===== config.mk =====
export PLATFORM = sky130hd
export DESIGN_NAME = clos_seq
export DESIGN_NICKNAME = d
export VERILOG_FILES = /design/src/sv/clos_pkg.sv /design/src/sv/clos_seq.sv
export SDC_FILE = /design/constraint.sdc
export NUM_CORES = 1
export LEC_CHECK = 0
export BUFFER_PORTS_ARGS = -buffer_cell sky130_fd_sc_hd__buf_2
export CAP_MARGIN = 40
export CORE_ASPECT_RATIO = 1.5
export CORE_MARGIN = 5
export CORE_UTILIZATION = 40
export DETAILED_ROUTE_END_ITERATION = 10
export PLACE_DENSITY = 0.58
export SYNTH_ARGS = -nofsm -noshare
export SYNTH_HDL_FRONTEND = slang
export SYNTH_SLANG_ARGS = --single-unit

===== constraint.sdc =====
create_clock -name clock -period 14.8 [get_ports clock]
set_input_delay 1.48 -clock clock [delete_from_list [all_inputs] [get_ports clock]]
set_output_delay 1.48 -clock clock [all_outputs]
set_load 0.1 [all_outputs]

===== src/sv/clos_pkg.sv =====
// Shared types, limits and codes of the 5x5 binary closing core.
package clos_pkg;

   // Frame geometry limits
   localparam int MAX_LINE  = 1024;
   localparam int MAX_LINES = 4096;
   localparam int MIN_DIM   = 5;

   // Register field widths
   localparam int WID_W = 11;
   localparam int HGT_W = 13;
   localparam int THR_W = 8;
   localparam int PIX_W = 8;

   // Column index and stream row counter (rows run four past the frame while draining)
   localparam int COL_W = $clog2(MAX_LINE);
   localparam int ROW_W = $clog2(MAX_LINES + 4);

   // Each line store word keeps the four previous rows of one column
   localparam int LINE_BITS = 4;
   localparam int WIN_ROWS  = LINE_BITS + 1;

   // Configuration port
   localparam int CSR_IDX_W  = 2;
   localparam int CSR_DATA_W = 13;
   localparam logic [CSR_IDX_W-1:0] CSR_WIDTH  = 2'd0;
   localparam logic [CSR_IDX_W-1:0] CSR_HEIGHT = 2'd1;
   localparam logic [CSR_IDX_W-1:0] CSR_THRESH = 2'd2;

   // Register reset values
   localparam logic [WID_W-1:0] WID_RESET = 11'd640;
   localparam logic [HGT_W-1:0] HGT_RESET = 13'd480;
   localparam logic [THR_W-1:0] THR_RESET = 8'd128;

   // Request operations
   localparam logic OP_PIXEL = 1'b0;
   localparam logic OP_DRAIN = 1'b1;

   // Output pixel levels
   localparam logic [PIX_W-1:0] PIX_BLACK = 8'd0;
   localparam logic [PIX_W-1:0] PIX_WHITE = 8'd255;

   typedef struct packed {
      logic             operation;
      logic [PIX_W-1:0] grey_in;
   } req_type;

   typedef struct packed {
      logic [PIX_W-1:0] pixel_out;
      logic             last_of_frame;
   } rsp_type;

   // Sequencer status toward the datapath
   typedef struct packed {
      logic             step;       // request advances the stream
      logic             emit;       // step releases one result
      logic             last;       // result closes the frame
      logic             dil_int;    // dilated pixel two rows up is interior
      logic             out_int;    // output pixel four rows up is interior
      logic [COL_W-1:0] col;        // current column, line store write address
      logic [COL_W-1:0] rd_addr;    // column prefetched for the next step
      logic [THR_W-1:0] threshold;
   } seq_type;

   // Neighborhood results of one window cell
   typedef struct packed {
      logic all_set;   // all 12 neighbors are 1
      logic any_set;   // any of the 12 neighbors is 1
      logic tail;      // oldest row of the current column
   } win_type;

endpackage


===== src/sv/clos_seq.sv =====
// Configuration registers and stream position sequencer.
module clos_seq import clos_pkg::*; (
   input  logic                  clock,
   input  logic                  reset,
   input  logic                  req_fire,
   input  logic                  req_op,
   input  logic                  csr_we,
   input  logic [CSR_IDX_W-1:0]  csr_index,
   input  logic [CSR_DATA_W-1:0] csr_wdata,
   output seq_type               seq
);

   logic [WID_W-1:0] wid_ff, wid_in;
   logic [COL_W-1:0] wm1_ff, wm1_in;
   logic [COL_W-1:0] wm3_ff, wm3_in;
   logic [HGT_W-1:0] hgt_ff, hgt_in;
   logic [ROW_W-1:0] hp3_ff, hp3_in;
   logic [THR_W-1:0] thr_ff, thr_in;
   logic [COL_W-1:0] col_ff, col_in;
   logic [ROW_W-1:0] row_ff, row_in;

   logic [WID_W-1:0] wid_wr;
   logic [HGT_W-1:0] hgt_wr;
   logic [WID_W-1:0] wm1_full;
   logic [WID_W-1:0] wm3_full;
   logic [ROW_W-1:0] hp2;
   logic             geom_wr;
   logic             in_done;
   logic             col_mid;
   logic             row_end;
   logic             step;
   logic [WID_W-1:0] rd_sum;
   logic [WID_W-1:0] rd_wrap;

   // Clamp geometry on write
   always_comb begin
      wid_wr = csr_wdata[WID_W-1:0];
      if (wid_wr < WID_W'(MIN_DIM)) begin
         wid_wr = WID_W'(MIN_DIM);
      end else if (wid_wr > WID_W'(MAX_LINE)) begin
         wid_wr = WID_W'(MAX_LINE);
      end
      hgt_wr = csr_wdata[HGT_W-1:0];
      if (hgt_wr < HGT_W'(MIN_DIM)) begin
         hgt_wr = HGT_W'(MIN_DIM);
      end else if (hgt_wr > HGT_W'(MAX_LINES)) begin
         hgt_wr = HGT_W'(MAX_LINES);
      end
   end

   assign wm1_full = wid_wr - WID_W'(1);
   assign wm3_full = wid_wr - WID_W'(3);

   always_comb begin
      wid_in  = wid_ff;
      wm1_in  = wm1_ff;
      wm3_in  = wm3_ff;
      hgt_in  = hgt_ff;
      hp3_in  = hp3_ff;
      thr_in  = thr_ff;
      geom_wr = 1'b0;
      if (csr_we) begin
         unique case (csr_index)
            CSR_WIDTH: begin
               wid_in  = wid_wr;
               wm1_in  = wm1_full[COL_W-1:0];
               wm3_in  = wm3_full[COL_W-1:0];
               geom_wr = 1'b1;
            end
            CSR_HEIGHT: begin
               hgt_in  = hgt_wr;
               hp3_in  = ROW_W'(hgt_wr) + ROW_W'(3);
               geom_wr = 1'b1;
            end
            CSR_THRESH: begin
               thr_in = csr_wdata[THR_W-1:0];
            end
            default: begin
               thr_in = thr_ff;
            end
         endcase
      end
   end

   // Stream position: rows past the frame height are drain rows
   assign in_done = row_ff >= ROW_W'(hgt_ff);
   assign hp2     = ROW_W'(hgt_ff) + ROW_W'(2);
   assign col_mid = (col_ff >= COL_W'(2)) && (col_ff <= wm3_ff);
   assign row_end = col_ff == wm1_ff;

   assign step = req_fire &&
                 (((req_op == OP_PIXEL) && !in_done) || ((req_op == OP_DRAIN) && in_done));

   always_comb begin
      col_in = col_ff;
      row_in = row_ff;
      if (geom_wr) begin
         col_in = '0;
         row_in = '0;
      end else if (step) begin
         if (row_end && (row_ff == hp3_ff)) begin
            col_in = '0;
            row_in = '0;
         end else if (row_end) begin
            col_in = '0;
            row_in = row_ff + ROW_W'(1);
         end else begin
            col_in = col_ff + COL_W'(1);
         end
      end
   end

   // Prefetch two columns ahead of the next step
   assign rd_sum  = {1'b0, col_in} + WID_W'(2);
   assign rd_wrap = (rd_sum >= wid_ff) ? (rd_sum - wid_ff) : rd_sum;

   assign seq.step      = step;
   assign seq.emit      = step && (row_ff >= ROW_W'(4));
   assign seq.last      = row_end && (row_ff == hp3_ff);
   assign seq.dil_int   = col_mid && (row_ff >= ROW_W'(4)) && !in_done;
   assign seq.out_int   = col_mid && (row_ff >= ROW_W'(6)) && (row_ff < hp2);
   assign seq.col       = col_ff;
   assign seq.rd_addr   = rd_wrap[COL_W-1:0];
   assign seq.threshold = thr_ff;

   always_ff @(posedge clock) begin
      if (reset) begin
         wid_ff <= WID_RESET;
         wm1_ff <= COL_W'(WID_RESET - WID_W'(1));
         wm3_ff <= COL_W'(WID_RESET - WID_W'(3));
         hgt_ff <= HGT_RESET;
         hp3_ff <= ROW_W'(HGT_RESET) + ROW_W'(3);
         thr_ff <= THR_RESET;
         col_ff <= '0;
         row_ff <= '0;
      end else begin
         wid_ff <= wid_in;
         wm1_ff <= wm1_in;
         wm3_ff <= wm3_in;
         hgt_ff <= hgt_in;
         hp3_ff <= hp3_in;
         thr_ff <= thr_in;
         col_ff <= col_in;
         row_ff <= row_in;
      end
   end

endmodule


== Word level (Yosys, flattened, before mapping) ==
Index checks and enable logic that the tools add are counted.

* Add/subtract/negate cells: 8
* $lt $le $gt $ge: 11
* Equality and inequality tests: 4
* Muxes and demuxes: 13
* Bitwise logic cells: 1
* Reduce and logical (&&, ||, !) cells: 20

{| class="wikitable"
|+ Operator list
! operator !! number
|-
| $mux 13 || 4
|-
| $mux 10 || 5
|-
| $add 13x2->13 const B || 2
|-
| $ge 13x3->1 const B || 2
|-
| $mux 11 || 2
|-
| $add 13x1->13 const B || 1
|-
| $eq 13x13->1 || 1
|-
| $ge 13x13->1 || 1
|-
| $gt 13x13->1 const B || 1
|-
| $lt 13x13->1 || 1
|-
| $lt 13x3->1 const B || 1
|-
| $add 10x2->11 const B || 1
|-
| $ge 11x11->1 || 1
|-
| $gt 11x11->1 const B || 1
|-
| $lt 11x3->1 const B || 1
|-
| $add 10x1->10 const B || 1
|-
| $eq 10x10->1 || 1
|-
| $ge 10x2->1 const B || 1
|-
| $le 10x10->1 || 1
|-
| $logic_and 1x1->1 || 10
|-
| $sub 10x1->10 const B || 1
|-
| $sub 10x10->10 || 1
|-
| $sub 10x2->10 const B || 1
|-
| $reduce_and 2->1 || 4
|-
| 9 further kinds || 11
|}

* Flip-flop bits (word level): 88
* Input bits: 20
* Output and inout bits: 33
* Word-level logic and storage cells: 65

== Depth between registers and ports, before layout ==
* Depth after elaboration: 10
* Mapped depth: 23

== Worst setup path before layout ==
No wires, ideal clock.

* Kind: input -> output
* From: in req_op
* To: out seq[15] (netlist bit)
* Arrival time: 7.912 ns
* Data required time: 13.320 ns
* Path slack: 5.408 ns
* Stages: 19
* Path through: and2_1 > a22o_1 > a21o_1 > o21ai_1 > nand2_1 > o21ai_0 > nand2_1 > inv_1 > ha_1 > ha_1 > o21a_1 > o21ai_0 > a21oi_1 > o31ai_1 > a31oi_1 > or2_2 > clkbuf_1 > clkbuf_1 > o41ai_1

{| class="wikitable"
|+ RTL lines
! item !! RTL line !! text
|-
| from (decl) || clos_seq.sv:6 || <nowiki>input logic req_op,</nowiki>
|-
| to (decl) || clos_seq.sv:10 || <nowiki>output seq_type seq</nowiki>
|}

==> impl_results.md <==
* Result of the run: finished clean
* Number of remaining DRC errors at 0
* Number of buffers inserted by hold repair at cts at 0
* Vias per inst at roughly 5.4
* Total inserted antenna cells at 0
* Global-route wire length before repair at 29,200 um
* HPWL after detailed placement at 13,900 um
* Max Root-Sink Buffers at 2
* GR Layer Usage met1 at 21.0%
* Post_cts resized at 0
* Post-synthesis async set-or-reset flop share at 0%
* All-Layer GR Usage at roughly a fifth
* Number of hold violations in the final report at 0
* CTS tree: yes
* Net count, final at 907
* Weighted congestion reported at the end of routability-driven placement at 0.866
* Routed vias at 5,643
* Setup Viol. Count Final at 0
* Routed wire length per instance at 17.1 um
* Summed area of non-filler cells in the final layout at about 7000 um^2
* Net count after synthesis at 874
* Relative max-transition margin at 46.4%
* PwrDens at 83.6 nW/um^2
* WP data required at approximately 13,000 ps
* CORE AREA at 15,500 um^2
* Floorplan die area at 18,300 um^2
* Floorplan die width at 112 um
* GR Layer Usage met2 at 38.8%
* Post-CTS Setup Inserts at 0
* Worst setup skew after layout at approximately 9.4 ps
* Peak supply drop at 0.0618 mV
* Count of pins over their slew limit at 0
* Met3 global-route usage at 2.71%
* Clock tree root buffer cell: sky130_fd_sc_hd__clkbuf_16
* Number of antenna violations at the first check in global routing at 0
* Leakage dissipation at 2.99 nW
* Time the final worst path needs with I/O delays and setup at 7590 ps
* Clock Sink Count at 87
* H-tree levels at 3
* Number of buffers added by the clock tree synthesis step at 9
* Final worst-path setup slack at between 7000 and 8000 ps
* Vias in the first global route at 5,707
* Boundary pin count at 53
* Total placed cells including tap cells at 1,023
* Worst hold slack at around 460 ps
* Final sum of negative setup slack at 0 ps
* Flops & latches, synth at between 80 and 90
* Floorplan die height at around 160 um
* Mean cell area of the mapped netlist at 7.84 um^2
* Number of standard cells after synthesis at 798
* Largest net degree at the start of global routing at ~50
* Placed Area at 6630 um^2
* GR peak layer: met2
* First drt pass iteration count at 5
* Effective utilization at floorplan at 40.4%
* Number of unique standard cell types used by synthesis at 68
* Global-route congestion overflow total at 0
* Mapped Area at 6260 um^2
* Final clock period utilization by the worst path at 51.3%
* Slack of the worst reg-to-reg path at 11,360 ps
* CP startpoint kind: input pin
* Post-placement setup slack at approximately 7200 ps
* Count of fill cells added during filler insertion at 1,635
* Capturing element type of the critical path: output pin
* Placement Rows at 56
* CP Class: input pin to output pin
* Ratio of cells with drive above 1 in the final layout at 11.2%
* Drt initial violations at roughly 260
* Slew at the pin closest to its max-slew limit at 798 ps
* Yosys warns at 0
* Worst-skew pair later-pin latency at 340 ps
* Port Buffers at 52
* Power after layout at 582 uW
* Number of max-cap violations at 0
* Clock transition at the registers of the reported paths at 70 ps
* Hold Path Class: flip-flop to flip-flop
* Arrival time at the worst endpoint at a little over 6000 ps
* Post-Layout Cell Count at 1,039
* Setup repair after global routing missed its margin: false
* Antenna Nets Post-Route at 0
* Largest fanout on the critical path at 15
* Top flip-flop cell by instance count after synthesis: sky130_fd_sc_hd__dfxtp_1
* Area growth from synthesis to layout at 11.2%
* Sequential fraction of the synthesis area at ~28%
* Detailed Route WL at 17,800 um
* End-of-flow core utilization at approximately 45%
* Fmax at between 0.1 and 0.15 GHz
* EDFF count, synth at 0
## layout by cell type, fill, tap and decap left out, drive strengths merged, types with 3 or more instances in the layout
| cell type | n |
|---|---|
| inv | 51 |
| nand3 | 23 |
| nand2b | 9 |
| or2 | 6 |
| ha | 55 |
| nor2 | 86 |
| buf | 60 |
| nand2 | 86 |
| o21a | 6 |
| or4 | 3 |
| a311oi | 5 |
| a22oi | 5 |
| a211o | 5 |
| nor4 | 9 |
| a21o | 12 |
| or3 | 9 |
| nand4 | 15 |
| o21ai | 32 |
| o221ai | 4 |
| and3 | 10 |
| o211ai | 16 |
| xnor2 | 53 |
| nor2b | 13 |
| mux2i | 9 |
| a22o | 3 |
| a21oi | 55 |
| and2 | 8 |
| a31oi | 4 |
| clkbuf | 11 |
| a211oi | 13 |
| nor3 | 17 |
| dfxtp | 87 |
| xor2 | 20 |
| a21boi | 4 |
## layout make-up
| type | count | area [um^2] | share of cell area, % |
|---|---|---|---|
| Clock inverter | 5 | 87.6 | 1.26 |
| Multi-Input combinational cell | 624 | 4120 | 59.2 |
| Inverter | 49 | 184 | 2.64 |
| Timing Repair Buffer | 60 | 333 | 4.78 |
| Clock buffer | 11 | 243 | 3.49 |
| Tap cell | 203 | 254 | 3.65 |
| Sequential cell | 87 | 1740 | 25.0 |
## final timing paths
kind	start	end	depth (start not counted)
hold / removal	wm3_ff[1]	wm3_ff[1]	2
hold reg to reg	wm3_ff[1]	wm3_ff[1]	2
setup reg to reg	hgt_ff[6]	row_ff[11]	11
setup / recovery	req_op	seq[17]	20
## state kept, by name (all words and copies together) (netlist names)
| signal | cells |
|---|---|
| wm1_ff | 10 |
| col_ff | 10 |
| hp3_ff | 13 |
| hgt_ff | 13 |
| thr_ff | 8 |
| wm3_ff | 9 |
| row_ff | 13 |
| wid_ff | 11 |
## power by group
| part | internal, mW | switching, mW |
|---|---|---|
| registers | 0.241 | 0.00555 |
| logic | 0.0263 | 0.0539 |
| clock network | 0.155 | 0.101 |
| total | 0.422 | 0.160 |
## cell families after synthesis
| family | share of synthesized area [%] |
|---|---|
| buf+inv | 6.36 |
| fa+ha+maj | 11.3 |
| compound gates | 19.5 |
| mux | 1.80 |
| simple gates | 23.0 |
| xor+xnor | 10.2 |
| flops | 27.8 |
## routing by layer
metal  vias up  share of wire [%]
li1       2866                  -
met1      2611                 39
met2       129                 54
met3        37                3.2
met4         0                3.2
met5         -                  0
## synth_stat cells (4+ instances only)
library cell,number,area (um^2)
sky130_fd_sc_hd__or3_1,9,56.3
sky130_fd_sc_hd__o221ai_1,4,35.0
sky130_fd_sc_hd__xor2_1,20,175
sky130_fd_sc_hd__nor2_1,85,319
sky130_fd_sc_hd__dfxtp_1,87,1740
sky130_fd_sc_hd__nand2b_1,9,56.3
sky130_fd_sc_hd__a21o_1,12,90.1
sky130_fd_sc_hd__o21ai_0,31,155
sky130_fd_sc_hd__a21oi_1,54,270
sky130_fd_sc_hd__nand2_1,86,323
sky130_fd_sc_hd__a31oi_1,4,25.0
sky130_fd_sc_hd__and3_1,10,62.6
sky130_fd_sc_hd__o21a_1,6,45.0
sky130_fd_sc_hd__inv_1,49,184
sky130_fd_sc_hd__nor2b_1,13,81.3
sky130_fd_sc_hd__mux2i_1,9,90.1
sky130_fd_sc_hd__buf_4,4,30.0
sky130_fd_sc_hd__nand3_1,23,115
sky130_fd_sc_hd__xnor2_1,53,464
sky130_fd_sc_hd__nand4_1,15,93.8
sky130_fd_sc_hd__clkbuf_8,4,55.1
sky130_fd_sc_hd__nor3_1,16,80.1
sky130_fd_sc_hd__or2_2,6,37.5
sky130_fd_sc_hd__a211o_1,5,43.8
sky130_fd_sc_hd__ha_1,55,688
sky130_fd_sc_hd__a211oi_1,12,90.1
sky130_fd_sc_hd__and2_1,8,50.1
sky130_fd_sc_hd__nor4_1,9,56.3
sky130_fd_sc_hd__clkbuf_1,26,97.6
sky130_fd_sc_hd__o211ai_1,16,120
sky130_fd_sc_hd__a22oi_1,5,37.5
sky130_fd_sc_hd__a311oi_1,5,43.8
## critical path: stages
cell,delay (ps)
sky130_fd_sc_hd__buf_2,110
sky130_fd_sc_hd__and2_1,130
sky130_fd_sc_hd__a22o_1,210
sky130_fd_sc_hd__a21o_1,200
sky130_fd_sc_hd__o21ai_1,610
sky130_fd_sc_hd__inv_1,150
sky130_fd_sc_hd__o21ai_0,110
sky130_fd_sc_hd__a21oi_1,100
sky130_fd_sc_hd__nor2_1,140
sky130_fd_sc_hd__ha_1,270
sky130_fd_sc_hd__ha_1,330
sky130_fd_sc_hd__o21a_1,130
sky130_fd_sc_hd__o21ai_0,230
sky130_fd_sc_hd__a21oi_1,150
sky130_fd_sc_hd__o31ai_1,330
sky130_fd_sc_hd__a31oi_1,150
sky130_fd_sc_hd__or2_2,430
sky130_fd_sc_hd__a311oi_1,290
sky130_fd_sc_hd__a311o_1,140
sky130_fd_sc_hd__buf_2,420
Power figures use the tool's default switching activity.
